`config.mk`:
```
export PLATFORM = sky130hd
export DESIGN_NAME = rf_pulse_width_code_decoder
export DESIGN_NICKNAME = d
export VERILOG_FILES = /design/src/rtl/core/pwcd_pkg.sv /design/src/rtl/core/pwcd_check.sv /design/src/rtl/core/rf_pulse_width_code_decoder.sv
export SDC_FILE = /design/constraint.sdc
export NUM_CORES = 1
export LEC_CHECK = 0
export ABC_AREA = 1
export CAP_MARGIN = 40
export CELL_PAD_IN_SITES_DETAIL_PLACEMENT = 0
export CELL_PAD_IN_SITES_GLOBAL_PLACEMENT = 2
export CORE_MARGIN = 2
export CORE_UTILIZATION = 37
export CTS_CLUSTER_SIZE = 12
export DETAILED_ROUTE_END_ITERATION = 6
export DONT_BUFFER_PORTS = 1
export GPL_TIMING_DRIVEN = 0
export PLACE_DENSITY = 0.9
export SETUP_SLACK_MARGIN = 0.1
export SLEW_MARGIN = 0
export SYNTH_ARGS = -nofsm -noshare
export SYNTH_HDL_FRONTEND = slang
export SYNTH_SLANG_ARGS = --single-unit
```
`constraint.sdc`:
```
create_clock -name clk -period 11.8 [get_ports clk]
set_input_delay 1.77 -clock clk [delete_from_list [all_inputs] [get_ports clk]]
set_output_delay 1.77 -clock clk [all_outputs]
set_load 0.02 [all_outputs]
```
`src/rtl/core/pwcd_pkg.sv`:
```
// Shared types and constants for the pulse-width remote code decoder.
// No dependencies; used by pwcd_check and rf_pulse_width_code_decoder.
package pwcd_pkg;

  localparam int TIME_W     = 32;
  localparam int WIDTH_W    = 16;
  localparam int FRAME_W    = 12;
  localparam int CFG_W      = 16;
  localparam int CFG_ADDR_W = 2;
  localparam int CODE_BITS_DEF = 12;

  localparam logic [WIDTH_W-1:0] SHORT_MIN_RST = 16'd200;
  localparam logic [WIDTH_W-1:0] SHORT_MAX_RST = 16'd600;
  localparam logic [WIDTH_W-1:0] STOP_MIN_RST  = 16'd4000;
  localparam logic               MSB_FIRST_RST = 1'b0;

  typedef enum logic [CFG_ADDR_W-1:0] {
    CFG_SHORT_MIN = 2'd0,
    CFG_SHORT_MAX = 2'd1,
    CFG_STOP_MIN  = 2'd2,
    CFG_MSB_FIRST = 2'd3
  } cfg_idx_t;

  // Outcome of the timing checks for one edge
  typedef struct packed {
    logic sync_start;
    logic half_ok;
    logic cycle_ok;
    logic bit_val;
  } check_t;

endpackage

```
`src/rtl/core/pwcd_check.sv`:
```
// Timing checks for one edge: sync detection, half-period and cycle windows, and the bit value.
// Depends on pwcd_pkg.
module pwcd_check (
  input  logic [pwcd_pkg::WIDTH_W-1:0] width,
  input  logic                         level_low,
  input  logic [pwcd_pkg::WIDTH_W-1:0] high_width,
  input  logic [pwcd_pkg::WIDTH_W-1:0] low_width,
  input  logic [pwcd_pkg::WIDTH_W-1:0] sync_width,
  input  logic [pwcd_pkg::WIDTH_W-1:0] short_min_us,
  input  logic [pwcd_pkg::WIDTH_W-1:0] short_max_us,
  input  logic [pwcd_pkg::WIDTH_W-1:0] stop_min_us,
  output pwcd_pkg::check_t             chk
);

  logic [pwcd_pkg::WIDTH_W+1:0] half_max;
  logic [pwcd_pkg::WIDTH_W:0]   cycle;
  logic [pwcd_pkg::WIDTH_W+2:0] cycle_max;
  logic [pwcd_pkg::WIDTH_W-1:0] diff;

  always_comb begin
    half_max  = {sync_width, 2'b00};
    cycle_max = {sync_width, 3'b000};
    cycle     = {1'b0, high_width} + {1'b0, low_width};
    diff      = (high_width > low_width) ? (high_width - low_width)
                                         : (low_width - high_width);

    // low_width here is the stored one, a sync edge never updates it
    chk.sync_start = level_low && (width >= short_min_us) && (width <= short_max_us)
                     && (low_width >= stop_min_us);
    chk.half_ok    = !((width < (sync_width >> 1))
                       || ({2'b00, width} > half_max));
    chk.cycle_ok   = !((cycle < {1'b0, sync_width})
                       || ({2'b00, cycle} > cycle_max)
                       || ({1'b0, diff} < (cycle >> 3)));
    chk.bit_val    = low_width < high_width;
  end

endmodule

```
`src/rtl/core/rf_pulse_width_code_decoder.sv`:
```
// Pulse-width remote code decoder: turns receiver edges into 12-bit frames.
// A frame result is in the output register in the cycle after its last edge is accepted.
// Throughput: one edge per cycle while in_ready is high; the edge state is updated on each accepted edge.
// Input is held off only while a result waits and out_ready is low.
// Reset (rst, synchronous): config and state registers back to defaults (frame_code and frame_time are not
// reset), decoder waits for sync. Depends on pwcd_pkg and pwcd_check.
module rf_pulse_width_code_decoder #(
  parameter int CODE_BITS = pwcd_pkg::CODE_BITS_DEF
) (
  input  logic                            clk,
  input  logic                            rst,
  input  logic                            cfg_we,
  input  logic [pwcd_pkg::CFG_ADDR_W-1:0] cfg_addr,
  input  logic [pwcd_pkg::CFG_W-1:0]      cfg_wdata,
  input  logic                            in_valid,
  output logic                            in_ready,
  input  logic [pwcd_pkg::TIME_W-1:0]     edge_time,
  input  logic                            level_low,
  output logic                            out_valid,
  input  logic                            out_ready,
  output logic [pwcd_pkg::FRAME_W-1:0]    frame_code,
  output logic [pwcd_pkg::TIME_W-1:0]     frame_time
);

  localparam int CNT_W = $clog2(CODE_BITS + 1);

  logic [pwcd_pkg::WIDTH_W-1:0] short_min_us;
  logic [pwcd_pkg::WIDTH_W-1:0] short_max_us;
  logic [pwcd_pkg::WIDTH_W-1:0] stop_min_us;
  logic                         msb_first;

  logic                         in_data;
  logic [CNT_W-1:0]             bit_count;
  logic [CODE_BITS-1:0]         shift_code;
  logic [pwcd_pkg::TIME_W-1:0]  prev_edge_time;
  logic [pwcd_pkg::WIDTH_W-1:0] high_width;
  logic [pwcd_pkg::WIDTH_W-1:0] low_width;
  logic [pwcd_pkg::WIDTH_W-1:0] sync_width;

  logic                         in_fire;
  logic [pwcd_pkg::TIME_W-1:0]  elapsed;
  logic [pwcd_pkg::WIDTH_W-1:0] width;
  logic [pwcd_pkg::WIDTH_W-1:0] high_width_next;
  logic [pwcd_pkg::WIDTH_W-1:0] low_width_next;
  logic [CODE_BITS-1:0]         code_shifted;
  logic [CNT_W:0]               count_inc;
  logic                         bit_take;
  logic                         emit;
  logic [CODE_BITS+pwcd_pkg::FRAME_W-1:0] code_ext;
  pwcd_pkg::check_t             chk;

  assign in_ready = !out_valid || out_ready;
  assign in_fire  = in_valid && in_ready;

  always_comb begin
    elapsed         = edge_time - prev_edge_time;
    // saturate long gaps to the 16-bit maximum
    width           = (|elapsed[pwcd_pkg::TIME_W-1:pwcd_pkg::WIDTH_W])
                      ? {pwcd_pkg::WIDTH_W{1'b1}} : elapsed[pwcd_pkg::WIDTH_W-1:0];
    high_width_next = level_low ? width : high_width;
    low_width_next  = level_low ? low_width : width;
  end

  pwcd_check u_check (
    .width        (width),
    .level_low    (level_low),
    .high_width   (high_width_next),
    .low_width    (low_width_next),
    .sync_width   (sync_width),
    .short_min_us (short_min_us),
    .short_max_us (short_max_us),
    .stop_min_us  (stop_min_us),
    .chk          (chk)
  );

  always_comb begin
    if (msb_first) begin
      code_shifted = (shift_code << 1) | CODE_BITS'(chk.bit_val);
    end else begin
      code_shifted = (shift_code >> 1) | (CODE_BITS'(chk.bit_val) << (CODE_BITS - 1));
    end
    count_inc = {1'b0, bit_count} + (CNT_W + 1)'(1);
    bit_take  = in_data && chk.half_ok && level_low && chk.cycle_ok;
    emit      = bit_take && (count_inc >= (CNT_W + 1)'(CODE_BITS));
    code_ext  = {{pwcd_pkg::FRAME_W{1'b0}}, code_shifted};
  end

  // configuration registers
  always_ff @(posedge clk) begin
    if (rst) begin
      short_min_us <= pwcd_pkg::SHORT_MIN_RST;
      short_max_us <= pwcd_pkg::SHORT_MAX_RST;
      stop_min_us  <= pwcd_pkg::STOP_MIN_RST;
      msb_first    <= pwcd_pkg::MSB_FIRST_RST;
    end else if (cfg_we) begin
      unique case (pwcd_pkg::cfg_idx_t'(cfg_addr))
        pwcd_pkg::CFG_SHORT_MIN: short_min_us <= cfg_wdata;
        pwcd_pkg::CFG_SHORT_MAX: short_max_us <= cfg_wdata;
        pwcd_pkg::CFG_STOP_MIN:  stop_min_us  <= cfg_wdata;
        pwcd_pkg::CFG_MSB_FIRST: msb_first    <= cfg_wdata[0];
        default: ;
      endcase
    end
  end

  // edge state
  always_ff @(posedge clk) begin
    if (rst) begin
      in_data        <= 1'b0;
      bit_count      <= '0;
      shift_code     <= '0;
      prev_edge_time <= '0;
      high_width     <= '0;
      low_width      <= '0;
      sync_width     <= '0;
    end else if (in_fire) begin
      prev_edge_time <= edge_time;
      high_width     <= high_width_next;
      low_width      <= low_width_next;
      if (!in_data) begin
        if (chk.sync_start) begin
          in_data    <= 1'b1;
          bit_count  <= '0;
          shift_code <= '0;
          sync_width <= width;
        end
      end else if (!chk.half_ok) begin
        in_data <= 1'b0;
      end else if (level_low) begin
        if (!chk.cycle_ok) begin
          in_data <= 1'b0;
        end else begin
          shift_code <= code_shifted;
          if (emit) begin
            in_data   <= 1'b0;
            bit_count <= '0;
          end else begin
            bit_count <= count_inc[CNT_W-1:0];
          end
        end
      end
    end
  end

  // result register
  always_ff @(posedge clk) begin
    if (rst) begin
      out_valid <= 1'b0;
    end else if (in_fire) begin
      out_valid <= emit;
    end else if (out_ready) begin
      out_valid <= 1'b0;
    end
  end

  always_ff @(posedge clk) begin
    if (in_fire && emit) begin
      frame_code <= code_ext[pwcd_pkg::FRAME_W-1:0];
      frame_time <= prev_edge_time;
    end
  end

`ifndef SYNTHESIS
  a_emit_ends_frame: assert property (@(posedge clk) disable iff (rst)
    (in_fire && emit) |=> (!in_data && out_valid))
    else $error("frame still open after result");

  a_count_range: assert property (@(posedge clk) disable iff (rst)
    ({1'b0, bit_count} < (CNT_W + 1)'(CODE_BITS)))
    else $error("bit counter out of range");

  a_result_source: assert property (@(posedge clk) disable iff (rst)
    $rose(out_valid) |-> $past(in_fire))
    else $error("result without accepted edge");

  a_reset_idle: assert property (@(posedge clk)
    $past(rst) |-> (!out_valid && !in_data))
    else $error("not idle after reset");
`endif

endmodule
```
==> out/qor.txt, run 1 <==
Max Cap Viol - 0
Achievable clock frequency - 0.0979 GHz
Core area - 0.0398 mm²
Postcts setup bufs - 0
Vias per cell - 5.09
Cell internal pwr - 1.26 mW
Comb power frac - 33.5%
Slew Limit Headroom - 39.9%
Fin nets - 2455
Initial DRC Count - 1053
Total of warnings raised by yosys - 0
NetSw - 714 µW
H-tree depth - 4
Area Growth Syn to Fin - 8.71%
Via count - 13900
Clock power share - 30.7%
Initial antenna violation count - 0
Mapped Avg Cell Area - 6.87 µm²
Cts repair resizes - 0
Crit path required time - 11.95 ns
Synth Register Bits - 191
Dpl cells - 2707
Sw Ratio - 36.2%
Hold-fix buffers, CTS - 0
Die width - 205 µm
Final HPWL DP - 39200 µm
Max-slew violations - 0
Fin crit share - 86.6%
Mapped Area - 0.0150 mm²
Synth Flop Type - dfxtp_1
Chip height - 205 µm
Dpl cell area - 0.0157 mm²
Fin. Hold Viols - 0
Fin area - 0.0163 mm²
RSZ-0062 raised after global routing - false
Largest net degree at the start of global routing - 30
Status - finished clean
Routed len/inst - 17.6 µm
CTS tree - yes
Sequential Power Share - 35.8%
Leakage - 7.78 nW
Total iterations of the first detailed-routing run - 5
GPL Wtd Cong - 0.918
Clock sinks - 191
Share of cells above drive strength 1 - 5.28%
Post-synth ARST share - 0%
Mapped Nets - 2432
CTS Buffer Depth - 2
CP Launch Type - primary input
Total wire length - 48300 µm
Routed Antenna Nets - 0
VDD IR-drop max - 75.1 µV
Worst Setup Path Type - in -> reg
Critical path's most frequent cell - nand2_1
Crit path capture type - register
Final non-filler cell total - 2739
First-pass GRT wire length - 75100 µm
Congestion Overflow GR - 0
Post-synth EDFFs - 44
FP Rows - 73
Worst Skew - 0.0125 ns
Hold Crit Class - reg -> reg
Post-Syn Instances - 2178
Endpoints failing setup - 0
Slew @ Worst Pin - 0.902 ns
Clock root buffer master - clkbuf_16
Number of placed I/O pins - 102
Synth unique cells - 57
DRC viols - 0
IO buf count - 0
Worst path max stage delay - 0.65 ns
Slowest cell on crit path - nor2_4
GRT Total Usage - 23.4%
Worst-skew pair later-pin latency - 0.45 ns
CTS buffer count - 17
Post-synthesis sequential area ratio - 28.5%
CTS clk-pin slew, worst paths - 0.07 ns
Worst-path maximum fanout - 29
Minimum clock period - 10.22 ns
Number of global-route vias before repair - 13300
Die ar. - 0.0421 mm²
N_diodes - 0
Power density cells - 121 mW/mm²
Starting Density - 37.6%
Crit path DAT - 10.37 ns
-- per-layer routing --
layer | part of all wire (%) | GRT usage, % | vias to the layer above
li1 | - | - | 7107
met1 | 47 | 31.6 | 6407
met2 | 45 | 38.2 | 374
met3 | 5.4 | 3.66 | 57
met4 | 2.4 | 7.07 | 0
met5 | 0 | 0 | -
-- area by class of cell --
class | count | area (µm²)
Timing Repair Buffer | 4 | 45.0
Multi-Input combinational cell | 1543 | 8980
Sequential cell | 191 | 4260
Clock buffer | 20 | 437
Inverter | 382 | 1440
Fill cell | 4305 | 23600
Tap cell | 525 | 657
Buffer | 62 | 287
Clock inverter | 12 | 158
-- flip-flops by register name (all words and copies together), names as in the netlist, 16 cells and up --
name,flops
stop_min_us,16
prev_edge_time,32
frame_time,32
short_max_us,16
low_width,16
short_min_us,16
sync_width,16
high_width,16
-- synth_stat cells, types with 4 or more instances --
library cell / instances / area [µm²]
o21bai_1: 12 / 90.1
a31oi_1: 5 / 31.3
nand4_1: 19 / 119
a21oi_1: 219 / 1100
xor2_1: 37 / 324
xnor2_1: 8 / 70.1
dfxtp_1: 147 / 2940
clkbuf_1: 48 / 180
ha_1: 194 / 2430
nor2_2: 8 / 50.1
a21o_1: 8 / 60.1
and2_1: 4 / 25.0
nand3b_1: 15 / 113
nor3_1: 12 / 60.1
nand2_1: 486 / 1820
nor2_1: 169 / 634
buf_6: 4 / 45.0
a21oi_2: 9 / 78.8
edfxtp_1: 44 / 1320
inv_2: 17 / 63.8
o21ai_0: 177 / 886
nand3_1: 57 / 285
a211oi_1: 9 / 67.6
o211ai_1: 16 / 120
o21a_1: 4 / 30.0
nand2_2: 6 / 37.5
or2_2: 25 / 156
inv_1: 358 / 1340
o21ai_1: 11 / 55.1
clkinv_1: 5 / 18.8
fa_1: 4 / 80.1
-- path summary, 6_finish.rpt --
kind                            from             end  cells past startpoint  slack, ns
setup / recovery        edge_time[0]  frame_time[27]                     45       1.58
setup reg to reg   prev_edge_time[0]  frame_time[27]                     44       2.64
hold / removal    prev_edge_time[14]  frame_time[14]                      0       0.43
hold reg to reg   prev_edge_time[14]  frame_time[14]                      0       0.43
-- critical path, delay by kind of cell --
kind            cells  cell delay, ns
fa+ha+maj           4            1.41
compound gates     13            2.55
buf+inv             7            1.10
simple gates       20            3.17
xor+xnor            1            0.34
-- logic make-up after synthesis --
| family | share of synthesized area, % |
|---|---|
| AO/OA/AOI/OAI | 17.9 |
| XOR/XNOR | 2.63 |
| adder cells (fa/ha/maj) | 16.8 |
| buffers and inverters | 11.5 |
| flip-flops | 28.5 |
| multiplexers | 0.0669 |
| AND/OR/NAND/NOR | 22.7 |
-- power groups by stage --
stage | Combinational, mW | Clock, mW | Sequential, mW
after floorplan | 0.479 | 0 | 0.717
after global placement | 0.648 | 0 | 0.720
after detailed placement | 0.658 | 0 | 0.721
after CTS | 0.662 | 0.617 | 0.706
after global routing | 0.759 | 0.640 | 0.709
final | 0.661 | 0.607 | 0.706
-- stage by stage --
step / utilization (%) / setup TNS (ns) / power [mW] / hold WS, ns / worst slack, ns
5_1_grt: 40.9 / 0 / 2.11 / 0.443 / 0.639
3_5_place_dp: 39.4 / 0 / 1.38 / 0.417 / 1.18
4_1_cts: 40.9 / 0 / 1.99 / 0.429 / 1.61
6_report: 40.9 / 0 / 1.97 / 0.429 / 1.58
3_3_place_gp: 39.2 / -52.45 / 1.37 / 0.414 / -1.17
2_1_floorplan: - / 0 / 1.20 / 0.408 / 1.97
-- cells in the final DEF (no fill, tap or decap), types with 4 or more instances in the layout --
cell type	Yosys	final
o21ai_1	11	11
nor2_1	169	168
nand2_1	486	486
buf_6	4	4
a211oi_1	9	9
nor3_1	12	12
buf_2	3	5
o21a_1	4	4
a31oi_1	5	5
nand2_2	6	6
nand3_1	57	57
a21oi_1	219	219
clkbuf_1	48	51
nor2_2	8	8
edfxtp_1	44	44
inv_2	17	17
a21o_1	8	8
inv_1	358	358
a21oi_2	9	9
dfxtp_1	147	147
o211ai_1	16	16
nand3b_1	15	15
o21bai_1	12	12
o21ai_0	177	177
xor2_1	37	37
and2_1	4	4
nand4_1	19	19
fa_1	4	4
or2_2	25	25
xnor2_1	8	8
clkbuf_16	0	17
ha_1	194	194
clkinv_1	5	6
No activity file was read; power rests on OpenSTA's default activity.
==> inputs of run 2 (changes only) <==
--- a/config.mk
+++ b/config.mk
@@ -15,9 +15,11 @@
 export DETAILED_ROUTE_END_ITERATION = 6
 export DONT_BUFFER_PORTS = 1
 export GPL_TIMING_DRIVEN = 0
-export PLACE_DENSITY = 0.9
+export HOLD_SLACK_MARGIN = 0.06
+export PLACE_DENSITY = 0.91
 export SETUP_SLACK_MARGIN = 0.1
 export SLEW_MARGIN = 0
 export SYNTH_ARGS = -nofsm -noshare
 export SYNTH_HDL_FRONTEND = slang
+export SYNTH_HIERARCHICAL = 1
 export SYNTH_SLANG_ARGS = --single-unit
==> out/qor.txt, run 2 <==
Status - finished clean (unchanged)
Largest family of logic cells by synthesized area - simple AND/OR/NAND/NOR gates (unchanged)
Worst path max stage delay - 0.44 ns (was 0.65 ns)
Top cells by area, synth - dfxtp_1 (19%), ha_1 (16%), nand2_1 (14%) (was dfxtp_1 (20%), ha_1 (16%), nand2_1 (12%))
Vias per cell - 4.97 (was 5.09)
CP Launch Type - primary input (unchanged)
Comb power frac - 36.6% (was 33.5%)
Routed Antenna Nets - 0 (unchanged)
Slowest cell on crit path - nor2_4 (unchanged)
Leakage - 8.42 nW (was 7.78 nW)
Leading registers by flop count - frame_time x32, prev_edge_time x32 (unchanged)
Share of cells above drive strength 1 - 5.19% (was 5.28%)
Congestion Overflow GR - 0 (unchanged)
VDD IR-drop max - 99.4 µV (was 75.1 µV)
Cell internal pwr - 1.23 mW (was 1.26 mW)
Starting Density - 37.3% (was 37.6%)
GRT Total Usage - 22.9% (was 23.4%)
Mux contribution to synthesized area - 0% (was 0.0669%)
Crit path capture type - register (unchanged)
Post-Synth Simple-Gate Area - 26.5% (was 22.7%)
Core area - 0.0419 mm² (was 0.0398 mm²)
CTS buffer count - 17 (unchanged)
Most common library cells after synthesis - nand2_1 (591), inv_1 (444), a21oi_1 (213), ha_1 (198), nor2_1 (160) (was nand2_1 (486), inv_1 (358), a21oi_1 (219), ha_1 (194), o21ai_0 (177))
Routed len/inst - 16.9 µm (was 17.6 µm)
Slew Limit Headroom - 41.2% (was 39.9%)
Post-synthesis sequential area ratio - 27.3% (was 28.5%)
Mapped Area - 0.0156 mm² (was 0.0150 mm²)
Worst Setup Path Type - in -> reg (unchanged)
NetSw - 761 µW (was 714 µW)
Synth unique cells - 54 (was 57)
Via count - 14500 (was 13900)
FP Rows - 75 (was 73)
Post-place setup slack - 2.43 ns (was 1.18 ns)
Number of global-route vias before repair - 14100 (was 13300)
Commonest non-fill, non-tap cell in the layout - nand2_1 (unchanged)
Synth Register Bits - 191 (unchanged)
CTS clk-pin slew, worst paths - 0.07 ns (about the same)
N_diodes - 0 (unchanged)
Crit path required time - 11.94 ns (was 11.95 ns)
Slew @ Worst Pin - 0.876 ns (was 0.902 ns)
Initial DRC Count - 881 (was 1053)
CTS tree - yes (unchanged)
Worst-skew pair later-pin latency - 0.45 ns (about the same)
Yosys top cell area share - 18.8% (was 19.7%)
Area leader, netlist - dfxtp_1 (unchanged)
WP buf/inv - 9 (was 7)
Post-Syn Instances - 2356 (was 2178)
First-pass GRT wire length - 77600 µm (was 75100 µm)
Fin nets - 2634 (was 2455)
Mapped Avg Cell Area - 6.63 µm² (was 6.87 µm²)
Crit path DAT - 9.07 ns (was 10.37 ns)
Initial antenna violation count - 0 (unchanged)
Number of placed I/O pins - 102 (unchanged)
Sequential Power Share - 35.5% (was 35.8%)
GPL Wtd Cong - 0.893 (was 0.918)
Final HPWL DP - 40900 µm (was 39200 µm)
Clock root buffer master - clkbuf_16 (unchanged)
Post-synth ARST share - 0% (unchanged)
Total iterations of the first detailed-routing run - 6 (was 5)
Hold-fix buffers, CTS - 0 (unchanged)
Total wire length - 49400 µm (was 48300 µm)
Die ar. - 0.0439 mm² (was 0.0421 mm²)
DRC viols - 0 (unchanged)
Endpoints failing setup - 0 (unchanged)
CTS Buffer Depth - 2 (unchanged)
Max-slew violations - 0 (unchanged)
Fin crit share - 75.7% (was 86.6%)
Die width - 210 µm (was 205 µm)
Hold Crit Class - reg -> reg (unchanged)
Clock sinks - 191 (unchanged)
Fin. Hold Viols - 0 (unchanged)
Post-synth EDFFs - 44 (unchanged)
Synth Flop Type - dfxtp_1 (unchanged)
H-tree depth - 4 (unchanged)
Clock power share - 27.8% (was 30.7%)
Worst Skew - 0.0129 ns (was 0.0125 ns)
Synth Area in Adders - 16.4% (was 16.8%)
Achievable clock frequency - 0.112 GHz (was 0.0979 GHz)
Area Growth Syn to Fin - 8.01% (was 8.71%)
Compound-Gate Fraction of Synth Area - 14.3% (was 17.9%)
Fill count - 4551 (was 4305)
Postcts setup bufs - 0 (unchanged)
Final TNS setup - 0 ns (unchanged)
Power density cells - 118 mW/mm² (was 121 mW/mm²)
Cts repair resizes - 0 (unchanged)
XOR/XNOR Fraction of Synth Area - 2.41% (was 2.63%)
Most frequent cells in the layout - nand2_1 (591), inv_1 (444), a21oi_1 (213), ha_1 (198), nor2_1 (159) (was nand2_1 (486), inv_1 (358), a21oi_1 (219), ha_1 (194), o21ai_0 (177))
Total of warnings raised by yosys - 6 (was 0)
Chip height - 210 µm (was 205 µm)
Worst setup margin - 2.87 ns (was 1.58 ns)
Top Family by Delay on Critical Path - simple AND/OR/NAND/NOR gates (unchanged)
Worst-path maximum fanout - 31 (was 29)
Minimum clock period - 8.93 ns (was 10.22 ns)
IO buf count - 0 (unchanged)
Mapped Nets - 2614 (was 2432)
Largest net degree at the start of global routing - 32 (was 30)
Critical path's most frequent cell - nand2_1 (unchanged)
Sw Ratio - 38.3% (was 36.2%)
Max Cap Viol - 0 (unchanged)
Most frequent cell after synthesis - nand2_1 (unchanged)
RSZ-0062 raised after global routing - false (unchanged)
run 2: cell types whose count changed in the layout (fill, tap and decap cells not counted), moves of 10 or more:
cell / change
nand2_1: +105
inv_1: +86
o21ai_0: -41
nand4_1: +33
nand3_1: +26
nand3b_1: -14
inv_2: -11
nand2_2: +11
o211ai_1: -10
run 2: layout make-up:
class,instances,area (µm²),share of cell area [%]
multi-input combinational,1640,9320,55.2
inverter,452,1700,10.1
clock inverter,10,76.3,0.452
timing repair buffer,1,20.0,0.119
buffer,73,354,2.10
sequential,191,4260,25.3
tap,539,674,3.99
clock buffer,22,474,2.81
run 2: kinds of logic after synthesis:
logic type,after synthesis
buf+inv,525
xor+xnor,43
flops,191
compound gates,417
fa+ha+maj,202
simple gates,978
run 2: routing by layer:
metal	vias up	track usage [%]	part of all wire (%)
li1	7548	-	-
met1	6684	29.4	46
met2	263	39.5	47
met3	50	3.89	4.2
met4	0	6.58	2.5
met5	-	0	0
run 2: metrics by stage:
step           instances  area (µm²)  hold slack (ns)  total power [mW]  utilization [%]
6_report            2928       16900            0.436              1.99             40.3
5_1_grt             2928       16900            0.450              2.14             40.3
4_1_cts             2928       16900            0.436              2.01             40.3
3_5_place_dp        2896       16300            0.419              1.45             39.0
3_3_place_gp        2895       16300            0.417              1.44             39.0
2_1_floorplan       2356       15600            0.408              1.24                -
run 2: path summary, 6_finish.rpt:
path                      from             end  slack [ns]  cells past startpoint
min reg2reg  prev_edge_time[6]   frame_time[6]        0.44                      0
max               edge_time[0]  frame_time[13]        2.87                     53
min          prev_edge_time[6]   frame_time[6]        0.44                      0
max reg2reg  prev_edge_time[0]  frame_time[13]        3.91                     52
run 2: worst reg2reg max path, delay by kind of cell, from the launching register on:
family,cells,cell delay (ns)
AND/OR/NAND/NOR,37,4.06
adder cells (fa/ha/maj),4,1.28
AO/OA/AOI/OAI,3,0.59
buffers and inverters,8,1.35
flip-flops,1,0.33
run 2: power by group through the flow:
stage               Combinational, mW  Sequential (mW)  Clock, mW
floorplan                       0.529            0.716          0
global placement                0.717            0.720          0
detailed placement              0.729            0.721          0
CTS                             0.733            0.706      0.569
global route                    0.841            0.709      0.593
finish                          0.728            0.707      0.554
